$ cat config.mk
export PLATFORM = sky130hd
export DESIGN_NAME = least_probed_pair_picker_top
export DESIGN_NICKNAME = d
export VERILOG_FILES = /design/src/lpp_pkg.sv /design/src/least_probed_pair_picker_top.sv /design/src/lpp_ram.sv /design/src/lpp_ctrl.sv /design/src/lpp_dpath.sv
export SDC_FILE = /design/constraint.sdc
export NUM_CORES = 2
export LEC_CHECK = 0
export BUFFER_PORTS_ARGS = -buffer_cell sky130_fd_sc_hd__buf_2
export CAP_MARGIN = 10
export CORE_ASPECT_RATIO = 1.5
export CORE_UTILIZATION = 60
export DETAILED_ROUTE_END_ITERATION = 8
export PLACE_DENSITY = 0.77
export SLEW_MARGIN = 20
export SYNTH_ARGS = -nofsm -noshare
export SYNTH_HDL_FRONTEND = slang
export SYNTH_SLANG_ARGS = --single-unit
$ cat constraint.sdc
create_clock -name clock -period 6.25 [get_ports clock]
set_input_delay 0.3125 -clock clock [delete_from_list [all_inputs] [get_ports clock]]
set_output_delay 0.3125 -clock clock [all_outputs]
set_load 0.1 [all_outputs]
$ cat src/lpp_pkg.sv
// shared types and constants of the least-probed pair picker
`default_nettype none
package lpp_pkg;

   localparam logic [1:0] CLASS_ENTRY = 2'd0;
   localparam logic [1:0] CLASS_EXIT  = 2'd1;
   localparam logic [1:0] CLASS_AUTH  = 2'd2;

   localparam logic MODE_ADD    = 1'b0;
   localparam logic MODE_CHOOSE = 1'b1;

   localparam logic CSR_PROBES_PER_RELAY   = 1'b0;
   localparam logic CSR_ONLY_MEASURE_EXITS = 1'b1;

   localparam int unsigned LEFT_W   = 14;
   localparam logic [LEFT_W:0] LEFT_MAX = 15'd16383;

   typedef struct packed {
      logic        mode;
      logic [5:0]  node_slot;
      logic        node_is_auth;
      logic        node_is_exit;
      logic [15:0] rand_target;
      logic [15:0] rand_auth;
   } req_type;

   typedef struct packed {
      logic        ok;
      logic [5:0]  entry_slot;
      logic [5:0]  exit_slot;
      logic        target_was_entry;
      logic [7:0]  new_count;
      logic [13:0] probes_left;
   } rsp_type;

   typedef struct packed {
      logic add_wr;
      logic scan1;
      logic calc;
      logic scan2;
      logic upd_wr;
      logic out_req;
   } cmd_type;

   typedef struct packed {
      logic scan_done;
      logic fail;
      logic out_loaded;
   } status_type;

endpackage
`default_nettype wire

$ cat src/least_probed_pair_picker_top.sv
// top level of the least-probed pair picker
//
// req channel: one item is an add (mode 0) or a choose (mode 1); taken when
// req_valid is high and req_stall low. the block works on one item at a time
// and holds req_stall high from acceptance until the result is in the output
// register, which frees the input while that result waits on rsp_stall.
// rsp channel: exactly one result per item, held while rsp_stall is high.
// csr channel: index 0 probes_per_relay, index 1 only_measure_exits; always
// ready, write only while the block is idle.
// a choose makes two passes over the slot table through its single ram read port.
// reset clears all slot valid bits at once and loads probes_per_relay 5 and
// only_measure_exits 0; no clearing pass is needed.
`default_nettype none
module least_probed_pair_picker_top #(
   parameter int unsigned SLOTS = 64
) (
   input  wire logic             clock,
   input  wire logic             reset,
   input  wire logic             req_valid,
   output logic                  req_stall,
   input  wire lpp_pkg::req_type req_data,
   output logic                  rsp_valid,
   input  wire logic             rsp_stall,
   output lpp_pkg::rsp_type      rsp_data,
   input  wire logic             csr_valid,
   output logic                  csr_ready,
   input  wire logic             csr_index,
   input  wire logic [7:0]       csr_wdata
);
   import lpp_pkg::*;

   logic       ppr_ff;
   logic [7:0] probes_ff;
   logic       busy, req_accept;
   cmd_type    cmd;
   status_type st;

   assign csr_ready  = 1'b1;
   assign req_stall  = busy;
   assign req_accept = req_valid & ~busy;

   always_ff @(posedge clock) begin
      if (reset) begin
         probes_ff <= 8'd5;
         ppr_ff    <= 1'b0;
      end else if (csr_valid & csr_ready) begin
         if (csr_index == CSR_PROBES_PER_RELAY) begin
            probes_ff <= csr_wdata;
         end else if (csr_index == CSR_ONLY_MEASURE_EXITS) begin
            ppr_ff <= csr_wdata[0];
         end
      end
   end

   lpp_ctrl u_ctrl (
      .clock      (clock),
      .reset      (reset),
      .req_accept (req_accept),
      .req_mode   (req_data.mode),
      .st         (st),
      .cmd        (cmd),
      .busy       (busy)
   );

   lpp_dpath #(.SLOTS(SLOTS)) u_dpath (
      .clock              (clock),
      .reset              (reset),
      .req_accept         (req_accept),
      .req_data           (req_data),
      .probes_per_relay   (probes_ff),
      .only_measure_exits (ppr_ff),
      .cmd                (cmd),
      .st                 (st),
      .rsp_valid          (rsp_valid),
      .rsp_stall          (rsp_stall),
      .rsp_data           (rsp_data)
   );

   a_accept_stalls: assert property (@(posedge clock) disable iff (reset)
      req_valid && !req_stall |=> req_stall)
      else $error("input not stalled after acceptance");

   a_fail_zero: assert property (@(posedge clock) disable iff (reset)
      rsp_valid && !rsp_data.ok |-> rsp_data.new_count == 8'd0 &&
      rsp_data.entry_slot == 6'd0 && rsp_data.exit_slot == 6'd0)
      else $error("failed result carries a pair");

   a_choose_count: assert property (@(posedge clock) disable iff (reset)
      rsp_valid && rsp_data.ok && rsp_data.probes_left != 14'd0 |->
      rsp_data.new_count != 8'd0)
      else $error("chosen target count not incremented");

endmodule
`default_nettype wire

$ cat src/lpp_ram.sv
// generic simple dual-port ram with registered read
`default_nettype none
module lpp_ram #(
   parameter int unsigned WIDTH = 10,
   parameter int unsigned DEPTH = 64
) (
   input  wire logic                     clock,
   input  wire logic                     wr_en,
   input  wire logic [$clog2(DEPTH)-1:0] wr_addr,
   input  wire logic [WIDTH-1:0]         wr_data,
   input  wire logic [$clog2(DEPTH)-1:0] rd_addr,
   output logic      [WIDTH-1:0]         rd_data
);
   logic [WIDTH-1:0] mem_ff [DEPTH];
   logic [WIDTH-1:0] rd_data_ff;

   always_ff @(posedge clock) begin
      if (wr_en) begin
         mem_ff[wr_addr] <= wr_data;
      end
      rd_data_ff <= mem_ff[rd_addr];
   end

   assign rd_data = rd_data_ff;
endmodule
`default_nettype wire

$ cat src/lpp_ctrl.sv
// controller state machine of the least-probed pair picker
`default_nettype none
module lpp_ctrl (
   input  wire logic               clock,
   input  wire logic               reset,
   input  wire logic               req_accept,
   input  wire logic               req_mode,
   input  wire lpp_pkg::status_type st,
   output lpp_pkg::cmd_type        cmd,
   output logic                    busy
);
   import lpp_pkg::*;

   typedef enum logic [2:0] {
      S_IDLE, S_ADD, S_SCAN1, S_CALC, S_SCAN2, S_UPD, S_OUT
   } state_type;

   state_type state_ff, state_in;
   cmd_type   cmd_ff, cmd_in;
   logic      busy_ff;

   always_comb begin
      state_in = state_ff;
      case (state_ff)
         S_IDLE: begin
            if (req_accept) begin
               state_in = (req_mode == MODE_ADD) ? S_ADD : S_SCAN1;
            end
         end
         S_ADD:   state_in = S_OUT;
         S_SCAN1: begin
            if (st.scan_done) begin
               state_in = S_CALC;
            end
         end
         S_CALC:  state_in = st.fail ? S_OUT : S_SCAN2;
         S_SCAN2: begin
            if (st.scan_done) begin
               state_in = S_UPD;
            end
         end
         S_UPD:   state_in = S_OUT;
         S_OUT: begin
            if (st.out_loaded) begin
               state_in = S_IDLE;
            end
         end
         default: state_in = S_IDLE;
      endcase

      cmd_in         = '0;
      cmd_in.add_wr  = (state_in == S_ADD);
      cmd_in.scan1   = (state_in == S_SCAN1);
      cmd_in.calc    = (state_in == S_CALC);
      cmd_in.scan2   = (state_in == S_SCAN2);
      cmd_in.upd_wr  = (state_in == S_UPD);
      cmd_in.out_req = (state_in == S_OUT);
   end

   always_ff @(posedge clock) begin
      if (reset) begin
         state_ff <= S_IDLE;
         cmd_ff   <= '0;
         busy_ff  <= 1'b0;
      end else begin
         state_ff <= state_in;
         cmd_ff   <= cmd_in;
         busy_ff  <= (state_in != S_IDLE);
      end
   end

   assign cmd  = cmd_ff;
   assign busy = busy_ff;
endmodule
`default_nettype wire

$ cat src/lpp_dpath.sv
// datapath: slot table, scan accumulators, pick and result register
`default_nettype none
module lpp_dpath #(
   parameter int unsigned SLOTS = 64
) (
   input  wire logic                clock,
   input  wire logic                reset,
   input  wire logic                req_accept,
   input  wire lpp_pkg::req_type    req_data,
   input  wire logic [7:0]          probes_per_relay,
   input  wire logic                only_measure_exits,
   input  wire lpp_pkg::cmd_type    cmd,
   output lpp_pkg::status_type      st,
   output logic                     rsp_valid,
   input  wire logic                rsp_stall,
   output lpp_pkg::rsp_type         rsp_data
);
   import lpp_pkg::*;

   localparam int unsigned SW = (SLOTS > 1) ? $clog2(SLOTS) : 1;
   localparam logic [SW:0] SLOTS_W = (SW+1)'(SLOTS);
   localparam int unsigned PW = 17 + SW;

   req_type          req_ff;
   logic [SLOTS-1:0] valid_ff;
   logic [SW:0]      addr_ff, addr_in;
   logic             p_vld_ff;
   logic             p_sv_ff;
   logic [SW-1:0]    p_idx_ff;
   logic [LEFT_W:0]  sum_ff, sum_in;
   logic [8:0]       mint_ff, mint_in, mina_ff, mina_in;
   logic [SW:0]      nt_ff, nt_in, na_ff, na_in;
   logic [SW-1:0]    kt_ff, ka_ff;
   logic [SW:0]      seent_ff, seent_in, seena_ff, seena_in;
   logic [SW-1:0]    tgt_ff, tgt_in, auth_ff, auth_in;
   logic             tentry_ff, tentry_in;
   logic             fndt_ff, fndt_in, fnda_ff, fnda_in;
   rsp_type          res_ff, res_in;
   rsp_type          rsp_ff;
   logic             rsp_valid_ff;

   logic             issue, scanning, ram_we, out_free, out_load;
   logic [SW-1:0]    ram_waddr;
   logic [9:0]       ram_wdata, ram_rdata;
   logic [1:0]       r_cls;
   logic [7:0]       r_cnt;
   logic             is_tgt, is_auth, m_tgt, m_auth;
   logic [7:0]       need;
   logic [PW-1:0]    prod_t, prod_a;
   logic [10:0]      slot_w, tgt_w, auth_w;
   logic             add_ok;
   logic [1:0]       add_cls;
   logic [7:0]       cnt_inc;

   assign scanning = cmd.scan1 | cmd.scan2;
   assign issue    = scanning & (addr_ff < SLOTS_W);
   assign addr_in  = addr_ff + (SW+1)'(1);

   assign r_cls   = ram_rdata[9:8];
   assign r_cnt   = ram_rdata[7:0];
   assign is_tgt  = p_sv_ff & ((r_cls == CLASS_ENTRY) | (r_cls == CLASS_EXIT));
   assign is_auth = p_sv_ff & (r_cls == CLASS_AUTH);
   assign m_tgt   = is_tgt & ({1'b0, r_cnt} == mint_ff);
   assign m_auth  = is_auth & ({1'b0, r_cnt} == mina_ff);
   assign need    = (r_cnt < probes_per_relay) ? (probes_per_relay - r_cnt) : 8'd0;

   assign slot_w = 11'(req_ff.node_slot);
   assign tgt_w  = 11'(tgt_ff);
   assign auth_w = 11'(auth_ff);

   always_comb begin
      add_cls = CLASS_ENTRY;
      add_ok  = (slot_w < 11'(SLOTS));
      if (req_ff.node_is_auth) begin
         add_cls = CLASS_AUTH;
      end else if (req_ff.node_is_exit) begin
         add_cls = CLASS_EXIT;
      end else if (only_measure_exits) begin
         add_ok = 1'b0;
      end
   end

   assign cnt_inc = (mint_ff[7:0] == 8'hff) ? 8'hff : mint_ff[7:0] + 8'd1;

   always_comb begin
      ram_we    = 1'b0;
      ram_waddr = slot_w[SW-1:0];
      ram_wdata = {add_cls, 8'd0};
      if (cmd.add_wr) begin
         ram_we = add_ok;
      end else if (cmd.upd_wr) begin
         ram_we    = 1'b1;
         ram_waddr = tgt_ff;
         ram_wdata = {(tentry_ff ? CLASS_ENTRY : CLASS_EXIT), cnt_inc};
      end
   end

   lpp_ram #(.WIDTH(10), .DEPTH(SLOTS)) u_ram (
      .clock   (clock),
      .wr_en   (ram_we),
      .wr_addr (ram_waddr),
      .wr_data (ram_wdata),
      .rd_addr (addr_ff[SW-1:0]),
      .rd_data (ram_rdata)
   );

   // first pass: remaining sum and least counts with their multiplicities
   always_comb begin
      sum_in  = sum_ff;
      mint_in = mint_ff;
      nt_in   = nt_ff;
      mina_in = mina_ff;
      na_in   = na_ff;
      if (cmd.scan1 & p_vld_ff) begin
         if (is_tgt) begin
            sum_in = sum_ff + (LEFT_W+1)'(need);
            if (sum_in > LEFT_MAX) begin
               sum_in = LEFT_MAX;
            end
            if ({1'b0, r_cnt} < mint_ff) begin
               mint_in = {1'b0, r_cnt};
               nt_in   = (SW+1)'(1);
            end else if ({1'b0, r_cnt} == mint_ff) begin
               nt_in = nt_ff + (SW+1)'(1);
            end
         end
         if (is_auth) begin
            if ({1'b0, r_cnt} < mina_ff) begin
               mina_in = {1'b0, r_cnt};
               na_in   = (SW+1)'(1);
            end else if ({1'b0, r_cnt} == mina_ff) begin
               na_in = na_ff + (SW+1)'(1);
            end
         end
      end
   end

   // second pass: locate the chosen candidates
   always_comb begin
      seent_in  = seent_ff;
      seena_in  = seena_ff;
      tgt_in    = tgt_ff;
      auth_in   = auth_ff;
      tentry_in = tentry_ff;
      fndt_in   = fndt_ff;
      fnda_in   = fnda_ff;
      if (cmd.scan2 & p_vld_ff) begin
         if (m_tgt & ~fndt_ff) begin
            if (seent_ff == {1'b0, kt_ff}) begin
               tgt_in    = p_idx_ff;
               tentry_in = (r_cls == CLASS_ENTRY);
               fndt_in   = 1'b1;
            end
            seent_in = seent_ff + (SW+1)'(1);
         end
         if (m_auth & ~fnda_ff) begin
            if (seena_ff == {1'b0, ka_ff}) begin
               auth_in = p_idx_ff;
               fnda_in = 1'b1;
            end
            seena_in = seena_ff + (SW+1)'(1);
         end
      end
   end

   assign prod_t = PW'(req_ff.rand_target) * PW'(nt_ff);
   assign prod_a = PW'(req_ff.rand_auth) * PW'(na_ff);

   always_comb begin
      res_in = res_ff;
      if (cmd.add_wr) begin
         res_in    = '0;
         res_in.ok = add_ok;
      end else if (cmd.calc) begin
         res_in             = '0;
         res_in.probes_left = sum_ff[LEFT_W-1:0];
      end else if (cmd.upd_wr) begin
         res_in.ok               = 1'b1;
         res_in.entry_slot       = tentry_ff ? tgt_w[5:0] : auth_w[5:0];
         res_in.exit_slot        = tentry_ff ? auth_w[5:0] : tgt_w[5:0];
         res_in.target_was_entry = tentry_ff;
         res_in.new_count        = cnt_inc;
      end
   end

   assign out_free = ~rsp_valid_ff | ~rsp_stall;
   assign out_load = cmd.out_req & out_free;

   always_ff @(posedge clock) begin
      if (reset) begin
         valid_ff     <= '0;
         p_vld_ff     <= 1'b0;
         rsp_valid_ff <= 1'b0;
      end else begin
         if (cmd.add_wr & add_ok) begin
            valid_ff[slot_w[SW-1:0]] <= 1'b1;
         end
         p_vld_ff <= issue;
         if (out_load) begin
            rsp_valid_ff <= 1'b1;
         end else if (~rsp_stall) begin
            rsp_valid_ff <= 1'b0;
         end
      end
   end

   always_ff @(posedge clock) begin
      if (req_accept) begin
         req_ff  <= req_data;
         addr_ff <= '0;
         sum_ff  <= '0;
         mint_ff <= 9'd256;
         mina_ff <= 9'd256;
         nt_ff   <= '0;
         na_ff   <= '0;
      end else begin
         if (cmd.calc) begin
            addr_ff <= '0;
         end else if (issue) begin
            addr_ff <= addr_in;
         end
         sum_ff  <= sum_in;
         mint_ff <= mint_in;
         mina_ff <= mina_in;
         nt_ff   <= nt_in;
         na_ff   <= na_in;
      end
      if (issue) begin
         p_idx_ff <= addr_ff[SW-1:0];
         p_sv_ff  <= valid_ff[addr_ff[SW-1:0]];
      end
      if (cmd.calc) begin
         kt_ff    <= prod_t[16 +: SW];
         ka_ff    <= prod_a[16 +: SW];
         seent_ff <= '0;
         seena_ff <= '0;
         fndt_ff  <= 1'b0;
         fnda_ff  <= 1'b0;
      end else begin
         seent_ff <= seent_in;
         seena_ff <= seena_in;
         fndt_ff  <= fndt_in;
         fnda_ff  <= fnda_in;
      end
      tgt_ff    <= tgt_in;
      auth_ff   <= auth_in;
      tentry_ff <= tentry_in;
      res_ff    <= res_in;
      if (out_load) begin
         rsp_ff <= res_ff;
      end
   end

   assign st.scan_done  = scanning & (addr_ff == SLOTS_W) & ~p_vld_ff;
   assign st.fail       = (sum_ff == '0) | (nt_ff == '0) | (na_ff == '0);
   assign st.out_loaded = out_load;

   assign rsp_valid = rsp_valid_ff;
   assign rsp_data  = rsp_ff;
endmodule
`default_nettype wire
==> key figures <==
Routing
  • Violation count after the first detailed-route iteration: 2196
  • Vias: 25300
  • Post-DR vias/cell: 6.22
  • Met2 Routed Length: 54200 um
  • Met3 wire len: 6140 um
  • Antenna-violating nets left: 0
  • Drt total wl: 100000 um
  • DR DRC count: 0
  • Met1 wire length: 35300 um
  • Highest Signal Layer: met4
  • 1st-pass router iterations: 6
  • Routed len/inst: 24.7 um

Worst setup path
  • Critical Path End Type: register
  • Worst R2R Path Depth: 14
  • Reg-to-Reg End: u_dpath.kt_ff[5]$_DFFE_PP_
  • Crit-path max FO: 20
  • R2R setup slack: 620 ps
  • WP data required: 6660 ps
  • CP startpoint kind: register
  • FF-to-FF Start: u_dpath.nt_ff[4]$_SDFFE_PP0P_
  • Worst setup path class: reg -> reg
  • Arrival @ worst endpoint: 6040 ps

Synth
  • Sequential share of the synthesized area: 0.610
  • Mux cell area share after synthesis: 0.123
  • Simple-gate area share of the yosys netlist: 0.0831
  • Mapped cell area: 0.0434 mm^2
  • Yosys top cell area share: 0.518
  • Adder-cell share of the synthesized area: 0.0956
  • Main combinational cell family by area after synthesis: multiplexers
  • Synth Area in Compound Gates: 0.0425
  • Yosys warnings: 0
  • Mapped Cells: 2944
  • Most frequent cells after synthesis: edfxtp_1, nor2_1, mux4_2
  • Primary FF master, synth: edfxtp_1
  • Flop and latch count out of synthesis: 949
  • Mean Syn Cell Area: 14.7 um^2
  • Xor-xnor portion of the synthesized cell area: 0.0133
  • Most frequent cell after synthesis: edfxtp_1
  • Synthesized Nets: 3249
  • Post-synth EDFFs: 749
  • Largest cells by area after synthesis: edfxtp_1, mux4_2, dfxtp_1
  • Yosys top cell by area: edfxtp_1
  • Async SR Flop Fraction: 0
  • Library cells used by synthesis: 63

Place
  • Post-DP HPWL: 65100 um
  • Placed insts: 3848
  • Port Buffers: 92
  • GP Congestion: 0.889

Worst hold path
  • Hold Path Class: in -> reg
  • Hold path depth: 4
  • Hold wc startpoint: req_valid
  • End point of the worst hold path: u_dpath.mina_ff[8]$_SDFFE_PP1P_

Floorplan
  • I/O pin cnt: 94
  • Num rows: 120
  • Die Wd: 222 um
  • Die Area: 0.0734 mm^2
  • Core area: 0.0715 mm^2
  • Die H: 331 um
  • Initial Util: 0.607

STA
  • Fmax: 0.178 GHz
  • Max-slew violation count: 0
  • TNS Setup: 0 ps
  • Count of final setup violators: 0
  • Worst Clk Skew: 32.5 ps
  • Max transition margin: 0.227
  • Worst Hold Margin: 90.7 ps
  • Final hold vios: 0
  • Period utilization: 0.901
  • Tmin final: 5630 ps
  • Slew @ Worst Pin: 1160 ps
  • RSZ-0062 raised after global routing: no

Clock network
  • CTS root buf: clkbuf_16
  • Clock Tree Buf Depth: 3
  • TritonCTS clock tree: built
  • Htree depth: 3
  • Clock latency on the worst-skew pair: 670 ps
  • Post-CTS Resized: 0
  • CTS Buf Count: 88
  • Clk slew on worst S/H paths: 70 ps
  • # clock sinks: 949

Final layout
  • # diodes: 0
  • Final core utilization: 0.677
  • Layout filler cell count: 4698
  • Layout net count: 3381
  • Layout Cells excl Fill: 4064
  • Layout area overhead: 11.4%
  • Ratio of cells with drive above 1 in the final layout: 0.163

Power and ir drop
  • P_int: 10800 uW
  • P_sw: 3510 uW
  • Peak supply drop: 0.000300 V
  • Switch share: 0.245
  • Seq pwr share: 0.499
  • Static Leak: 0.0162 uW
  • PwrDens: 296 mW/mm^2
  • Clk pwr share: 0.390
  • Combinational power share: 0.110

Status
  • Status: finished clean

Global routing
  • GRT Util Overall: 0.278
  • Global-route wire length before repair: 154000 um
  • Initial antenna violation count: 1
  • Global route overflow: 0
  • Number of global-route vias before repair: 26300
  • Pin count of the biggest net entering global routing: 100

Flow run
  • Max cap viols: 0
## through the flow
stage	cell area [um^2]	setup slack (ps)	total power [uW]
2_1_floorplan	43400	1180	8450
3_3_place_gp	44800	893	8800
3_5_place_dp	44800	625	8840
4_1_cts	48300	633	14400
5_1_grt	48400	460	14700
6_report	48400	617	14300
## per-layer routing
metal  vias to the layer above  track usage
li1                      11100            -
met1                     12800        0.318
met2                      1105        0.505
met3                       260       0.0406
met4                         0        0.140
met5                         -            0
## critical path: stages, from the launching register on
cell and delay [ps]:
dfxtp_1 770, nand2_1 180, fa_1 590, fa_1 430
fa_1 490, inv_1 50, fa_1 450, ha_1 310
a211oi_1 290, nor2_1 80, a211oi_1 520, o31ai_1 230
o31ai_1 540, mux2i_1 160, a221o_1 280
## sequential cells by signal, summed over array words and instances, names as in the netlist, 3 cells and up
| register | count |
|---|---|
| u_dpath.mina_ff | 9 |
| u_dpath.rsp_data | 36 |
| probes_ff | 8 |
| u_dpath.mint_ff | 9 |
| u_dpath.seena_ff | 7 |
| u_dpath.valid_ff | 64 |
| u_dpath.res_ff | 36 |
| u_ctrl.state_ff | 3 |
| u_dpath.ka_ff | 6 |
| u_dpath.req_ff | 40 |
| u_dpath.u_ram.mem_ff | 640 |
| u_dpath.nt_ff | 7 |
| u_dpath.seent_ff | 7 |
| u_dpath.tgt_ff | 6 |
| u_dpath.kt_ff | 6 |
| u_dpath.addr_ff | 7 |
| u_dpath.auth_ff | 6 |
| u_dpath.u_ram.rd_data | 10 |
| u_dpath.na_ff | 7 |
| u_ctrl.cmd | 6 |
| u_dpath.p_idx_ff | 6 |
| u_dpath.sum_ff | 15 |
## cells in the final DEF (no fill, tap or decap), drive strengths merged, types with 36 or more instances in the layout
cell type | synthesis | routed
buf | 41 | 121
o21ai | 73 | 73
dfxtp | 200 | 200
mux2i | 40 | 40
and2 | 115 | 115
edfxtp | 749 | 749
ha | 114 | 114
clkbuf | 90 | 107
nand3 | 38 | 38
mux4 | 220 | 220
a21oi | 149 | 149
dlygate4sd3 | 0 | 52
inv | 208 | 221
nand2 | 216 | 216
fa | 136 | 136
xor2 | 36 | 36
nor2 | 233 | 233
## logic make-up (layout without fill, tap and decap cells)
logic type,count (synthesis),in the layout
xor gates and xnor gates,66,66
buffers and inverters,340,545
AOI/OAI and AO/OA,317,317
adders and majority gates,250,250
and+or+nand+nor,761,761
other,1,1
muxes,260,260
DFF,949,949
## power by group through the flow
stage | clock network [uW] | registers, uW | logic [uW]
finish | 5590 | 7150 | 1580
CTS | 5660 | 7150 | 1600
floorplan | 0 | 7190 | 1250
global route | 5870 | 7170 | 1680
global placement | 0 | 7280 | 1530
detailed placement | 0 | 7280 | 1560
## how the worst max path moves through the flow
| stage | start | to | cells after the start |
|---|---|---|---|
| 4_1_cts | u_dpath.nt_ff[4]$_SDFFE_PP0P_ | u_dpath.kt_ff[5]$_DFFE_PP_ | 14 |
| 3_5_place_dp | u_dpath.nt_ff[4]$_SDFFE_PP0P_ | u_dpath.kt_ff[5]$_DFFE_PP_ | 14 |
| 3_3_place_gp | u_dpath.nt_ff[1]$_SDFFE_PP0P_ | u_dpath.kt_ff[5]$_DFFE_PP_ | 15 |
| 6_report | u_dpath.nt_ff[4]$_SDFFE_PP0P_ | u_dpath.kt_ff[5]$_DFFE_PP_ | 14 |
| 2_1_floorplan | u_dpath.nt_ff[2]$_SDFFE_PP0P_ | u_dpath.kt_ff[5]$_DFFE_PP_ | 18 |
| 5_1_grt | u_dpath.nt_ff[4]$_SDFFE_PP0P_ | u_dpath.kt_ff[5]$_DFFE_PP_ | 14 |
## what timing repair did
item / CTS / global route
buffers inserted: 0 / 0
hold buffers: 52 / 0
hold endpoints to repair: 50 / 0
## area by class of cell
type	count	area, um^2	area share
clock inverter	56	602	0.0124
inverter	209	785	0.0162
timing repair buffer	173	1240	0.0256
tap	915	1140	0.0237
multi-input combinational	1655	15700	0.324
sequential	949	26500	0.548
clock buffer	107	2410	0.0498
Power figures use the tool's default switching activity.
